`src/hw/rtl/pid_pkg.sv`:
```
// pid_pkg: widths, register indexes and controller/datapath command types
// for the pid controller with anti-windup.
// No dependencies; imported by every module of the block.
package pid_pkg;

  // field and intermediate widths
  localparam int ERR_W      = 16;   // saturated error, previous error
  localparam int DERR_W     = 17;   // error change
  localparam int GAIN_W     = 16;   // proportional and derivative gains
  localparam int MUL_W      = 17;   // multiplier operand width
  localparam int PROD_W     = 33;   // 16 x 17 signed product
  localparam int PD_W       = 34;   // proportional plus derivative term
  localparam int INT_W      = 32;   // stored integral
  localparam int ISUM_W     = 34;   // integral plus increment before clamp
  localparam int TOT_W      = 36;   // full sum of all three terms
  localparam int KDIV_W     = 15;   // integral divisor register
  localparam int DRV_W      = 16;   // drive output and drive limits

  // integral divider: 16-bit magnitude dividend, divisor register width,
  // two quotient bits per cycle
  localparam int DVD_W      = 16;
  localparam int DVS_W      = KDIV_W;
  localparam int DIV_RADIX  = 2;
  localparam int DIV_STEPS  = DVD_W / DIV_RADIX;
  localparam int DIV_CNT_W  = $clog2(DIV_STEPS);

  // configuration port
  localparam int CFG_IDX_W  = 3;
  localparam int CFG_DATA_W = 32;

  localparam int OUT_SCALE_DEF = 128;

  // register indexes
  localparam logic [CFG_IDX_W-1:0] REG_PROP_GAIN   = 3'd0;
  localparam logic [CFG_IDX_W-1:0] REG_INT_DIVISOR = 3'd1;
  localparam logic [CFG_IDX_W-1:0] REG_DERIV_GAIN  = 3'd2;
  localparam logic [CFG_IDX_W-1:0] REG_WINDUP_BAND = 3'd3;
  localparam logic [CFG_IDX_W-1:0] REG_INT_UPPER   = 3'd4;
  localparam logic [CFG_IDX_W-1:0] REG_INT_LOWER   = 3'd5;
  localparam logic [CFG_IDX_W-1:0] REG_DRV_UPPER   = 3'd6;
  localparam logic [CFG_IDX_W-1:0] REG_DRV_LOWER   = 3'd7;

  // input mode codes
  localparam logic MODE_STEP  = 1'b0;
  localparam logic MODE_CLEAR = 1'b1;

  // controller to datapath commands
  typedef struct packed {
    logic take_err;    // latch saturated error of the accepted beat
    logic clr_int;     // clear the stored integral
    logic pmul;        // proportional product, error change, start integral divide
    logic dmul;        // derivative product
    logic pd_sum;      // add proportional and derivative terms
    logic int_upd;     // accumulate and clamp the integral
    logic tot_sum;     // add integral to the term sum
    logic out_clamp;   // clamp the sum, latch its sign and magnitude
    logic out_scale;   // scale the magnitude by the reciprocal of the output scale
    logic out_load;    // load the scaled result into the output register
  } pid_cmd_t;

  // datapath to controller status
  typedef struct packed {
    logic div_done;
  } pid_sts_t;

endpackage

```
`src/hw/rtl/pid_div.sv`:
```
// pid_div: sequential unsigned divider, two quotient bits per cycle,
// truncating. Used for the integral step.
// Depends on pid_pkg.
module pid_div (
  input  logic                       clk,
  input  logic                       rst_n,
  input  logic                       start,
  input  logic [pid_pkg::DVD_W-1:0]  dividend,
  input  logic [pid_pkg::DVS_W-1:0]  divisor,
  output logic [pid_pkg::DVD_W-1:0]  quotient,
  output logic                       done
);
  import pid_pkg::*;

  logic [DVD_W-1:0]     dvd_r, dvd_nxt;   // dividend bits out, quotient bits in
  logic [DVS_W-1:0]     rem_r, rem_nxt;
  logic [DVS_W-1:0]     dvs_r;
  logic [DIV_CNT_W-1:0] cnt_r, cnt_nxt;
  logic                 busy_r, busy_nxt;
  logic                 done_r, done_nxt;

  // restoring steps for one cycle
  always_comb begin
    logic [DVS_W:0]   shl;
    logic [DVS_W-1:0] rem;
    logic [DVD_W-1:0] dvd;
    rem = rem_r;
    dvd = dvd_r;
    for (int i = 0; i < DIV_RADIX; i++) begin
      shl = {rem, dvd[DVD_W-1]};
      dvd = {dvd[DVD_W-2:0], 1'b0};
      if (shl >= {1'b0, dvs_r}) begin
        rem    = DVS_W'(shl - {1'b0, dvs_r});
        dvd[0] = 1'b1;
      end else begin
        rem = shl[DVS_W-1:0];
      end
    end
    rem_nxt = rem;
    dvd_nxt = dvd;
  end

  // step counter and completion flag
  always_comb begin
    cnt_nxt  = cnt_r;
    busy_nxt = busy_r;
    done_nxt = done_r;
    if (start) begin
      cnt_nxt  = '0;
      busy_nxt = 1'b1;
      done_nxt = 1'b0;
    end else if (busy_r) begin
      cnt_nxt = cnt_r + 1'b1;
      if (cnt_r == DIV_CNT_W'(DIV_STEPS - 1)) begin
        busy_nxt = 1'b0;
        done_nxt = 1'b1;
      end
    end
  end

  always_ff @(posedge clk) begin
    if (!rst_n) begin
      busy_r <= 1'b0;
      done_r <= 1'b0;
      cnt_r  <= '0;
    end else begin
      busy_r <= busy_nxt;
      done_r <= done_nxt;
      cnt_r  <= cnt_nxt;
    end
  end

  // operand registers
  always_ff @(posedge clk) begin
    if (start) begin
      dvd_r <= dividend;
      rem_r <= '0;
      dvs_r <= divisor;
    end else if (busy_r) begin
      dvd_r <= dvd_nxt;
      rem_r <= rem_nxt;
    end
  end

  assign quotient = dvd_r;
  assign done     = done_r;

endmodule

```
`src/hw/rtl/pid_dp.sv`:
```
// pid_dp: pid datapath with configuration registers, integral and previous
// error state, shared multiplier, integral divider and output register.
// Depends on pid_pkg and pid_div.
module pid_dp #(
  parameter int OUT_SCALE = pid_pkg::OUT_SCALE_DEF
) (
  input  logic                            clk,
  input  logic                            rst_n,
  input  logic                            cfg_wr_en,
  input  logic [pid_pkg::CFG_IDX_W-1:0]   cfg_index,
  input  logic [pid_pkg::CFG_DATA_W-1:0]  cfg_wdata,
  input  logic signed [15:0]              in_target,
  input  logic signed [15:0]              in_measured,
  input  pid_pkg::pid_cmd_t               cmd,
  output pid_pkg::pid_sts_t               sts,
  output logic signed [15:0]              out_drive
);
  import pid_pkg::*;

  // output scaling by reciprocal multiply, exact for magnitudes below 2**DVD_W
  localparam int     SCL_SH    = DVD_W + $clog2(OUT_SCALE);
  localparam int     SCL_M_W   = DVD_W + 1;
  localparam longint SCL_RECIP = ((longint'(1) << SCL_SH) + longint'(OUT_SCALE) - 1)
                                 / longint'(OUT_SCALE);
  localparam logic [SCL_M_W-1:0] SCL_M = SCL_M_W'(SCL_RECIP);

  // configuration registers
  logic signed [GAIN_W-1:0] kp_r, kd_r;
  logic [KDIV_W-1:0]        kdiv_r;
  logic [15:0]              band_r;
  logic signed [INT_W-1:0]  iup_r, ilo_r;
  logic signed [DRV_W-1:0]  dup_r, dlo_r;

  always_ff @(posedge clk) begin
    if (!rst_n) begin
      kp_r   <= '0;
      kdiv_r <= KDIV_W'(1);
      kd_r   <= '0;
      band_r <= 16'h8000;
      iup_r  <= INT_W'(32767);
      ilo_r  <= -INT_W'(32768);
      dup_r  <= 16'sh7FFF;
      dlo_r  <= 16'sh8000;
    end else if (cfg_wr_en) begin
      case (cfg_index)
        REG_PROP_GAIN:   kp_r   <= cfg_wdata[GAIN_W-1:0];
        REG_INT_DIVISOR: kdiv_r <= cfg_wdata[KDIV_W-1:0];
        REG_DERIV_GAIN:  kd_r   <= cfg_wdata[GAIN_W-1:0];
        REG_WINDUP_BAND: band_r <= cfg_wdata[15:0];
        REG_INT_UPPER:   iup_r  <= cfg_wdata[INT_W-1:0];
        REG_INT_LOWER:   ilo_r  <= cfg_wdata[INT_W-1:0];
        REG_DRV_UPPER:   dup_r  <= cfg_wdata[DRV_W-1:0];
        REG_DRV_LOWER:   dlo_r  <= cfg_wdata[DRV_W-1:0];
        default: ;
      endcase
    end
  end

  // working registers
  logic signed [ERR_W-1:0]  err_r, prev_r;
  logic signed [DERR_W-1:0] derr_r;
  logic signed [PROD_W-1:0] prod_r, pterm_r;
  logic signed [PD_W-1:0]   pd_r;
  logic signed [INT_W-1:0]  integ_r, integ_nxt;
  logic signed [TOT_W-1:0]  tot_r;
  logic                     neg_r;
  logic [DVD_W-1:0]         cl_abs_r, scl_r;
  logic signed [DRV_W-1:0]  drive_r;

  // saturated error of the incoming beat
  logic signed [ERR_W:0]   diff;
  logic signed [ERR_W-1:0] err_sat;
  always_comb begin
    diff = {in_target[15], in_target} - {in_measured[15], in_measured};
    if (diff[ERR_W] != diff[ERR_W-1]) begin
      err_sat = diff[ERR_W] ? 16'sh8000 : 16'sh7FFF;
    end else begin
      err_sat = diff[ERR_W-1:0];
    end
  end

  // error magnitude and windup gate
  logic [ERR_W:0] mag;
  logic           win;
  assign mag = err_r[ERR_W-1] ? (ERR_W+1)'(-{err_r[ERR_W-1], err_r})
                              : {1'b0, err_r};
  assign win = mag < {1'b0, band_r};

  // shared multiplier
  logic signed [MUL_W-1:0]   mul_a, mul_b;
  logic signed [2*MUL_W-1:0] mul_full;
  assign mul_a    = cmd.dmul ? {kd_r[GAIN_W-1], kd_r} : {kp_r[GAIN_W-1], kp_r};
  assign mul_b    = cmd.dmul ? derr_r : {err_r[ERR_W-1], err_r};
  assign mul_full = mul_a * mul_b;

  // integral divider, a zero divisor acts as one
  logic             div_start;
  logic [DVD_W-1:0] div_dvd, div_q;
  logic [DVS_W-1:0] div_dvs;
  logic             div_done;

  assign div_start = cmd.pmul;
  assign div_dvd   = mag[DVD_W-1:0];
  assign div_dvs   = (kdiv_r == '0) ? DVS_W'(1) : kdiv_r;

  pid_div u_div (
    .clk      (clk),
    .rst_n    (rst_n),
    .start    (div_start),
    .dividend (div_dvd),
    .divisor  (div_dvs),
    .quotient (div_q),
    .done     (div_done)
  );

  assign sts.div_done = div_done;

  // integral accumulate and clamp, upper limit tested first
  always_comb begin
    logic signed [ISUM_W-1:0] inc, isum;
    inc = '0;
    if (win) begin
      inc = err_r[ERR_W-1] ? -ISUM_W'(div_q) : ISUM_W'(div_q);
    end
    isum = {{(ISUM_W-INT_W){integ_r[INT_W-1]}}, integ_r} + inc;
    if (isum > $signed({{(ISUM_W-INT_W){iup_r[INT_W-1]}}, iup_r})) begin
      integ_nxt = iup_r;
    end else if (isum < $signed({{(ISUM_W-INT_W){ilo_r[INT_W-1]}}, ilo_r})) begin
      integ_nxt = ilo_r;
    end else begin
      integ_nxt = isum[INT_W-1:0];
    end
  end

  // drive clamp of the full sum and its magnitude
  logic signed [DRV_W-1:0] cl;
  logic [DVD_W-1:0]        cl_abs;
  always_comb begin
    if (tot_r > $signed({{(TOT_W-DRV_W){dup_r[DRV_W-1]}}, dup_r})) begin
      cl = dup_r;
    end else if (tot_r < $signed({{(TOT_W-DRV_W){dlo_r[DRV_W-1]}}, dlo_r})) begin
      cl = dlo_r;
    end else begin
      cl = tot_r[DRV_W-1:0];
    end
    cl_abs = cl[DRV_W-1] ? DVD_W'(-{cl[DRV_W-1], cl}) : cl;
  end

  // scaled magnitude, truncating
  logic [DVD_W+SCL_M_W-1:0] scl_prod;
  logic [DVD_W-1:0]         scl_q;
  assign scl_prod = cl_abs_r * SCL_M;
  assign scl_q    = DVD_W'(scl_prod >> SCL_SH);

  // state registers
  always_ff @(posedge clk) begin
    if (!rst_n) begin
      integ_r <= '0;
      prev_r  <= '0;
    end else begin
      if (cmd.clr_int) begin
        integ_r <= '0;
      end else if (cmd.int_upd) begin
        integ_r <= integ_nxt;
      end
      if (cmd.pmul) begin
        prev_r <= err_r;
      end
    end
  end

  // payload registers
  always_ff @(posedge clk) begin
    if (cmd.take_err) begin
      err_r <= err_sat;
    end
    if (cmd.pmul) begin
      prod_r <= mul_full[PROD_W-1:0];
      derr_r <= {err_r[ERR_W-1], err_r} - {prev_r[ERR_W-1], prev_r};
    end
    if (cmd.dmul) begin
      pterm_r <= prod_r;
      prod_r  <= mul_full[PROD_W-1:0];
    end
    if (cmd.pd_sum) begin
      pd_r <= {pterm_r[PROD_W-1], pterm_r} + {prod_r[PROD_W-1], prod_r};
    end
    if (cmd.tot_sum) begin
      tot_r <= {{(TOT_W-PD_W){pd_r[PD_W-1]}}, pd_r}
             + {{(TOT_W-INT_W){integ_r[INT_W-1]}}, integ_r};
    end
    if (cmd.out_clamp) begin
      neg_r    <= cl[DRV_W-1];
      cl_abs_r <= cl_abs;
    end
    if (cmd.out_scale) begin
      scl_r <= scl_q;
    end
    if (cmd.out_load) begin
      drive_r <= neg_r ? DRV_W'(-scl_r) : scl_r;
    end
  end

  assign out_drive = drive_r;

endmodule

```
`src/hw/rtl/pid_ctrl.sv`:
```
// pid_ctrl: sequencing state machine of the pid controller; drives the
// datapath commands and both handshakes.
// Depends on pid_pkg.
module pid_ctrl (
  input  logic               clk,
  input  logic               rst_n,
  input  logic               in_valid,
  input  logic               in_mode,
  output logic               in_ready,
  output logic               out_valid,
  input  logic               out_ready,
  output pid_pkg::pid_cmd_t  cmd,
  input  pid_pkg::pid_sts_t  sts
);
  import pid_pkg::*;

  typedef enum logic [8:0] {
    S_IDLE  = 9'b000000001,
    S_PMUL  = 9'b000000010,
    S_DMUL  = 9'b000000100,
    S_PDSUM = 9'b000001000,
    S_IWAIT = 9'b000010000,
    S_TSUM  = 9'b000100000,
    S_CLAMP = 9'b001000000,
    S_SCALE = 9'b010000000,
    S_OUT   = 9'b100000000
  } state_t;

  state_t state_r, state_nxt;
  logic   out_valid_r, out_valid_nxt;
  logic   accept;

  assign in_ready = (state_r == S_IDLE);
  assign accept   = in_valid & in_ready;

  // next state and commands
  always_comb begin
    state_nxt     = state_r;
    cmd           = '0;
    out_valid_nxt = out_valid_r & ~out_ready;
    case (state_r)
      S_IDLE: begin
        if (accept) begin
          if (in_mode == MODE_CLEAR) begin
            cmd.clr_int = 1'b1;
          end else begin
            cmd.take_err = 1'b1;
            state_nxt    = S_PMUL;
          end
        end
      end
      S_PMUL: begin
        cmd.pmul  = 1'b1;
        state_nxt = S_DMUL;
      end
      S_DMUL: begin
        cmd.dmul  = 1'b1;
        state_nxt = S_PDSUM;
      end
      S_PDSUM: begin
        cmd.pd_sum = 1'b1;
        state_nxt  = S_IWAIT;
      end
      S_IWAIT: begin
        if (sts.div_done) begin
          cmd.int_upd = 1'b1;
          state_nxt   = S_TSUM;
        end
      end
      S_TSUM: begin
        cmd.tot_sum = 1'b1;
        state_nxt   = S_CLAMP;
      end
      S_CLAMP: begin
        cmd.out_clamp = 1'b1;
        state_nxt     = S_SCALE;
      end
      S_SCALE: begin
        cmd.out_scale = 1'b1;
        state_nxt     = S_OUT;
      end
      S_OUT: begin
        // wait for the output register to free up
        if (!out_valid_r || out_ready) begin
          cmd.out_load  = 1'b1;
          out_valid_nxt = 1'b1;
          state_nxt     = S_IDLE;
        end
      end
      default: begin
        state_nxt = S_IDLE;
      end
    endcase
  end

  always_ff @(posedge clk) begin
    if (!rst_n) begin
      state_r     <= S_IDLE;
      out_valid_r <= 1'b0;
    end else begin
      state_r     <= state_nxt;
      out_valid_r <= out_valid_nxt;
    end
  end

  assign out_valid = out_valid_r;

endmodule

```
`src/hw/rtl/pid_controller_antiwindup_top.sv`:
```
// pid_controller_antiwindup_top: top level of the pid controller with
// anti-windup; joins the controller state machine and the datapath.
// Depends on pid_pkg, pid_ctrl, pid_dp (and pid_div below it).
//
// Usage:
//   Input beats (in_valid/in_ready) carry in_mode, in_target, in_measured.
//   A mode-0 beat runs one control step and yields one out_drive beat
//   (out_valid/out_ready). A mode-1 beat clears the integral in its accept
//   cycle and yields nothing; the next beat can follow at once.
//   Registers are written through cfg_wr_en/cfg_index/cfg_wdata with no wait;
//   the user must write only while the block is idle, which is not enforced.
// Sequencing:
//   A control step runs from accept through S_PMUL, S_DMUL, S_PDSUM, S_IWAIT,
//   S_TSUM, S_CLAMP, S_SCALE and S_OUT to out_valid; in_ready comes back in
//   that same cycle, and no new sample is taken while a step runs. Most of it
//   is the integral divide; output scaling is a single reciprocal multiply.
// Reset (rst_n low, synchronous) clears integral and previous error, loads
//   the register reset values and empties the output register.
// Stall: a finished result waits in the output register; the block still
//   accepts and works on the next beat and holds only if that one is done
//   before the earlier result is taken.
module pid_controller_antiwindup_top #(
  parameter int OUT_SCALE = pid_pkg::OUT_SCALE_DEF
) (
  input  logic                            clk,
  input  logic                            rst_n,
  input  logic                            in_valid,
  output logic                            in_ready,
  input  logic                            in_mode,
  input  logic signed [15:0]              in_target,
  input  logic signed [15:0]              in_measured,
  output logic                            out_valid,
  input  logic                            out_ready,
  output logic signed [15:0]              out_drive,
  input  logic                            cfg_wr_en,
  input  logic [pid_pkg::CFG_IDX_W-1:0]   cfg_index,
  input  logic [pid_pkg::CFG_DATA_W-1:0]  cfg_wdata
);
  import pid_pkg::*;

  pid_cmd_t cmd;
  pid_sts_t sts;

  // sequencing
  pid_ctrl u_ctrl (
    .clk       (clk),
    .rst_n     (rst_n),
    .in_valid  (in_valid),
    .in_mode   (in_mode),
    .in_ready  (in_ready),
    .out_valid (out_valid),
    .out_ready (out_ready),
    .cmd       (cmd),
    .sts       (sts)
  );

  // arithmetic and state
  pid_dp #(
    .OUT_SCALE (OUT_SCALE)
  ) u_dp (
    .clk         (clk),
    .rst_n       (rst_n),
    .cfg_wr_en   (cfg_wr_en),
    .cfg_index   (cfg_index),
    .cfg_wdata   (cfg_wdata),
    .in_target   (in_target),
    .in_measured (in_measured),
    .cmd         (cmd),
    .sts         (sts),
    .out_drive   (out_drive)
  );

endmodule
```
`config.mk`:
```
export PLATFORM = sky130hd
export DESIGN_NAME = pid_controller_antiwindup_top
export DESIGN_NICKNAME = d
export VERILOG_FILES = /design/src/hw/rtl/pid_pkg.sv /design/src/hw/rtl/pid_div.sv /design/src/hw/rtl/pid_dp.sv /design/src/hw/rtl/pid_ctrl.sv /design/src/hw/rtl/pid_controller_antiwindup_top.sv
export SDC_FILE = /design/constraint.sdc
export NUM_CORES = 2
export LEC_CHECK = 0
export BUFFER_PORTS_ARGS = -buffer_cell sky130_fd_sc_hd__buf_2
export CAP_MARGIN = 20
export CORE_MARGIN = 1.5
export CORE_UTILIZATION = 60
export DETAILED_ROUTE_END_ITERATION = 6
export PLACE_DENSITY = 0.77
export SLEW_MARGIN = 25
export SYNTH_ARGS = -nofsm -noshare
export SYNTH_HDL_FRONTEND = slang
export SYNTH_SLANG_ARGS = --single-unit
export TNS_END_PERCENT = 30
```
`constraint.sdc`:
```
create_clock -name clk -period 13.6 [get_ports clk]
set_clock_uncertainty 0.15 [all_clocks]
set_input_delay 0.68 -clock clk [delete_from_list [all_inputs] [get_ports clk]]
set_output_delay 0.68 -clock clk [all_outputs]
set_load 0.05 [all_outputs]
```
---- Word level (Yosys, flattened, before mapping) ----
Cells that the tools add are included.
W data, S select, Z words.
storage, ports and cells
  flip-flop bits (word level) ............. 479
  latch bits .............................. 0
  RAM bits ................................ 0
  bits in read-only memories .............. 0
  input port bits ......................... 73
  output and inout bits ................... 18
  logic and storage cells ................. 139
  memories ................................ 0
cells by class
  add/subtract/negate cells ............... 12
  multiply operators ...................... 1
  divide/modulo/power cells ............... 0
  $lt $le $gt $ge ......................... 7
  equal/unequal tests ..................... 22
  shifts and indexed selects .............. 0
  multiplexer cells ....................... 45
  bitwise operators ....................... 4
  reductions and logical operators ........ 18
operator list
  kind               number
  $mux W16           6
  $pmux W9 S9        1
  $mux W34           2
  $mux W33           2
  $mux W32           2
  $mux W17           3
  $mux W15           3
  $mux W9            5
  $gt A36 B16 Y1     1
  $lt A36 B16 Y1     1
  $add A34 B32 Y35   1
  $add A33 B33 Y34   1
  $add A34 B34 Y34   1
  $gt A34 B32 Y1     1
  $lt A34 B32 Y1     1
  $neg A16 Y34       1
  $sub A16 B16 Y17   2
  $mul A17 B17 Y33   1
  $ge A16 B15 Y1     2
  $sub A15 B15 Y15   2
  $mux W1            19
  $reduce_and A2 Y1  9
  $lt A17 B16 Y1     1
  $neg A17 Y17       1
  28 further kinds   40

---- Logic depth before layout (Yosys ltp) ----
  depth in word-level cells ............... 8
  mapped depth ............................ 39
  depth with buffers taken out ............ 36

---- Cells and area by module ----
A second synthesis with hierarchy kept.
second synthesis, totals
  cells, all modules ...................... 4487
  area, all modules ....................... 41009.3 um2
by module, submodules not included
  module    instances  cells each  area an instance (um2)  seq. area each (um2)
  pid_dp    1          4044        36598.9                 10239.8
  pid_div   1          376         3787.4                  1331.3
  pid_ctrl  1          67          623.1                   200.2

---- Worst setup path after synthesis ----
No wires, ideal clock.
  kind .................................... reg-to-reg
  start point ............................. register u_ctrl.state_r[8]
  end point ............................... register u_dp.prod_r[31] (data pin)
  library setup time ...................... 262 ps
  data arrival time ....................... 8147 ps
  data required time ...................... 13188 ps
  setup slack ............................. 5040 ps
  stages on the path, launching flop included .. 30
  path buffers ............................ 2
  period minus slack after synthesis ...... 8560 ps
  cells stage by stage .................... dfxtp_1 -> nor2_1 -> nor4b_2 -> nand4b_1 -> buf_1 -> clkbuf_1 -> inv_1 -> a21oi_1 -> nor2_1 -> ha_1 -> inv_1 -> fa_1 -> inv_1 -> fa_1 -> inv_1 -> fa_1 -> fa_1 -> inv_1 -> fa_1 -> ha_1 -> a21o_1 -> a21o_1 -> a21o_1 -> a21o_1 -> a221o_1 -> a2111oi_1 -> o211ai_1 -> a31oi_1 -> o21bai_1 -> xor2_1
on the way
  longest elaborated chain between the ends .. 6
  elaborated cells between the ends (all ways) .. 7
  those cells by class .................... mul: 1; eq/ne: 1; mux: 5
ends and longest elaborated chain
  what                         RTL line                    RTL
  start: declaration           pid_ctrl.sv:29              state_t state_r, state_nxt;
  start signal: assignment     pid_ctrl.sv:101             state_r <= state_nxt;
  $eq A9 B3 Y1 (*)             pid_ctrl.sv:41              case (state_r)
  $mux W1 (*)                  pid_ctrl.sv:41
  $mux W17 (on tied branches)  pid_dp.sv:92, pid_dp.sv:93
  $mul A17 B17 Y33 (*)         pid_dp.sv:94                assign mul_full = mul_a * mul_b;
  via u_dp.mul_full[31]        pid_dp.sv:91                logic signed [2*MUL_W-1:0] mul_full;
  $mux W33                     pid_dp.sv:177               if (cmd.pmul) begin
  $mux W33 (*)                 pid_dp.sv:181               if (cmd.dmul) begin
  end signal: assignment       pid_dp.sv:178               prod_r <= mul_full[PROD_W-1:0];
  end signal: assignment       pid_dp.sv:183               prod_r <= mul_full[PROD_W-1:0];
  end: declaration             pid_dp.sv:62                logic signed [PROD_W-1:0] prod_r, pterm_r;
Mark *: on every way through the listed nets, which the timed path passes. The rest lies on a longest branch. The select of a mux whose other input is x is not followed.
A chain may end at the register's enable or synchronous reset.

---- Worst setup path after layout ----
  start point ............................. register u_dp.err_r[0]
  end point ............................... register u_dp.integ_r[23]
on the way
  longest elaborated chain between the ends .. 8
  elaborated cells between the ends (all ways) .. 9
  those cells by class .................... add/sub: 2; order compare: 3; mux: 4
ends and longest elaborated chain
  what                      RTL line       RTL
  start: declaration        pid_dp.sv:60   logic signed [ERR_W-1:0] err_r, prev_r;
  start signal: assignment  pid_dp.sv:175  err_r <= err_sat;
  $neg A17 Y17              pid_dp.sv:85   assign mag = err_r[ERR_W-1] ? (ERR_W+1)'(-{err_r[ERR_W-1], err_r})
  $mux W17 (*)              pid_dp.sv:85
  $lt A17 B16 Y1 (*)        pid_dp.sv:87   assign win = mag < {1'b0, band_r};
  $mux W34 (*)              pid_dp.sv:122  if (win) begin
  $add A34 B34 Y34 (*)      pid_dp.sv:125  isum = {{(ISUM_W-INT_W){integ_r[INT_W-1]}}, integ_r} + inc;
  $lt A34 B32 Y1            pid_dp.sv:128  end else if (isum < $signed({{(ISUM_W-INT_W){ilo_r[INT_W-1]}}, ilo_r})) begin
  $mux W32                  pid_dp.sv:128
  $mux W32 (*)              pid_dp.sv:126  if (isum > $signed({{(ISUM_W-INT_W){iup_r[INT_W-1]}}, iup_r})) begin
  end signal: assignment    pid_dp.sv:164  integ_r <= integ_nxt;
  end: declaration          pid_dp.sv:64   logic signed [INT_W-1:0] integ_r, integ_nxt;
Every way passes the cells marked *; elsewhere a longest branch is shown, timed or not.

==> impl_metrics.toml <==
[yosys]
ys_ff_latch = 471
synthTopCellsByCount = "nand2_1, inv_1, ha_1"
ys.flop_type = "dfxtp_1"
synth_nets = 5316
synth.cell_area_um2 = 40700
yosysTopAreaCell = "edfxtp_1"
synth_seq_area_share_pct = 28.9
ys_top_cells_by_area = "edfxtp_1, fa_1, ha_1"
synth_cells = 4552
syn_avg_cell_area_um2 = 8.94
synth_top_area_share_pct = 17.3
yosys_warnings = 0
synth_edf_count = 234
synth_cell_types = 90
async_flop_share_pct = 0
synth_most_common_cell = "nand2_1"

[die]
ios = 91
core_um2 = 67200
start_util_pct = 60.6
die_w_um = 263
row_count = 95
die_h_um = 263
die_area_um2 = 69400

[drt]
detail-route-antenna-nets = 0
dr.pass1.iters = 6
via_count = 32400
drt-wirelength-per-cell_um = 19.1
viasPerCell = 5.92
drt_iter0_markers = 2506
routed_wl_mm = 105
remaining_drc_errors = 0

[layout]
n_fill_cell = 5464
stdcell_area_um2 = 43700
area_growth_pct = 7.33
finish.net_count = 5332
n_antenna_cell = 0
drive_gt1_share_pct = 5.73

[sta]
worst_pin_slew_ps = 1100
setup_viol = 0
tns_ps = 0
min_period_ps = 9470
finalWorstSetupSlack_ps = 4130
period_share_pct = 69.6
grt_setup_unrepaired = "no"
max_freq_mhz = 106
hold_viol = 0
maxSlewHeadroom_pct = 24.3
final_max_slew_viol_count = 0

[global_route]
grt_max_degree = 95
grt_pass1_vias = 31900
track_usage_pct = 30.3
grt_pass1_wl_mm = 168
antenna_found_initial = 1
grt_overflow = 0

[clocking]
cts_root_buf = "clkbuf_16"
post_cts_buffers = 0
cts-htree-levels = 2
clk_pin_slew_ps = 60
numClockSinks = 471
cts_tree = "done"
clock_latency_ps = 630
hold_buffers = 0
ctsResizeCount = 0
numCtsBuffers = 53
cts_buffer_depth = 3

[place]
placed_cell_area_um2 = 41900
dp_slack_ps = 3530
hpwl_mm = 80.6
io_buffers = 90
gp_congestion = 0.961

[worst_hold_path]
min_from = "cfg_wdata[22]"
whs_path_depth = 3
hold_path_end = "u_dp.ilo_r[22]$_SDFFE_PN1P_"
worstHoldPathType = "primary input to register"

[power]
powerDensity_nw_per_um2 = 96.5
irDropWorstVdd_mv = 0.0982
power_leakage_nw = 19.8
power_mw = 4.22

[status]
status = "finished clean"

[critical_path]
regToRegSetupSlack_ps = 4130
slowest_stage = "a21o_2"
r2r_cells = 35
end_kind = "register"
path_class = "register to register"
cp_max_fo = 31
rr_startpoint = "u_dp.err_r[0]$_DFFE_PP_"
crit_required_ps = 13970
cp-start-kind = "register"
crit_path_start = "u_dp.err_r[0]$_DFFE_PP_"
cpPeakStageDelay_ps = 560
cp_data_arrival_time_ps = 9840
r2r-end = "u_dp.integ_r[23]$_SDFFE_PP0P_"

[job]
drv_cap = 0
## power by group
group          internal, mW  switching, mW  leakage, nW
combinational         0.473          0.709         14.9
sequential             1.55         0.0399         4.01
clock                 0.833          0.615        0.872
total                  2.85           1.36         19.8
## cell usage in the layout, fill, tap and decap left out, types with 135 or more instances in the layout
cell type	instances
nand2_1	724
inv_1	527
ha_1	402
fa_1	289
nor2_1	275
dfxtp_1	237
edfxtp_1	234
a21oi_1	229
o21ai_0	152
xnor2_1	140
a21boi_0	135
## per-stage QoR
step                      hold slack (ps)  utilization [%]  cells
after CTS                             109             65.0   5483
after detailed placement              256             62.3   5385
after floorplan                       250                -   4552
after global placement                252             62.3   5385
final                                 140             65.0   5484
after global routing                  147             65.0   5484
## final cells by class
type / count / area, um^2 / area share, %
clock inverters: 25 / 238 / 0.544
repair buffers: 126 / 736 / 1.68
inverters: 529 / 1990 / 4.55
flip-flops and latches: 471 / 11800 / 27.0
clock buffers: 73 / 1540 / 3.52
multi-input cells: 3387 / 26300 / 60.3
well taps: 873 / 1090 / 2.50
## sequential cells by signal, indices dropped and copies added, names as in the netlist, 17 cells and up
signal / count
u_dp.tot_r: 35
u_dp.pterm_r: 33
u_dp.iup_r: 32
u_dp.prod_r: 33
u_dp.pd_r: 34
u_dp.derr_r: 17
u_dp.integ_r: 32
u_dp.ilo_r: 32
## cells by family (layout without fill, tap and decap cells)
kind of cell             Yosys count  in the layout  share of synthesized area [%]
AND/OR/NAND/NOR                 1431           1431                           15.6
AO/OA/AOI/OAI                    998            998                           16.4
buffers and inverters            694            753                           6.51
adder cells (fa/ha/maj)          691            691                           26.6
flip-flops                       471            471                           28.9
XOR/XNOR                         201            201                           4.33
multiplexers                      66             66                           1.65
## layer usage
layer	up-vias	part of all wire, %	global-route usage (%)
met5	-	0.012	0
met4	2	4.7	13.2
met3	232	7.3	5.27
met2	1104	46	49.5
met1	15500	42	39.4
li1	15600	-	-
## worst max-delay path: cells and delay by family (launching register included)
family | cells | cell delay (ps)
xor gates and xnor gates | 2 | 340
adders and majority gates | 3 | 990
and+or+nand+nor | 13 | 2840
DFF | 1 | 490
AOI/OAI and AO/OA | 16 | 4170
buffers and inverters | 1 | 370
## worst max-delay path by stage
| stage | slack (ps) | to | cells after the start |
|---|---|---|---|
| 2_1_floorplan | 5040 | u_dp.prod_r[31]$_DFFE_PP_ | 29 |
| 3_3_place_gp | 3770 | u_dp.integ_r[15]$_SDFFE_PP0P_ | 33 |
| 3_5_place_dp | 3530 | u_dp.integ_r[15]$_SDFFE_PP0P_ | 33 |
| 4_1_cts | 3550 | u_dp.integ_r[15]$_SDFFE_PP0P_ | 33 |
| 5_1_grt | 3530 | u_dp.integ_r[24]$_SDFFE_PP0P_ | 34 |
| 6_report | 4130 | u_dp.integ_r[23]$_SDFFE_PP0P_ | 35 |
(Power assumes the default switching activity.)
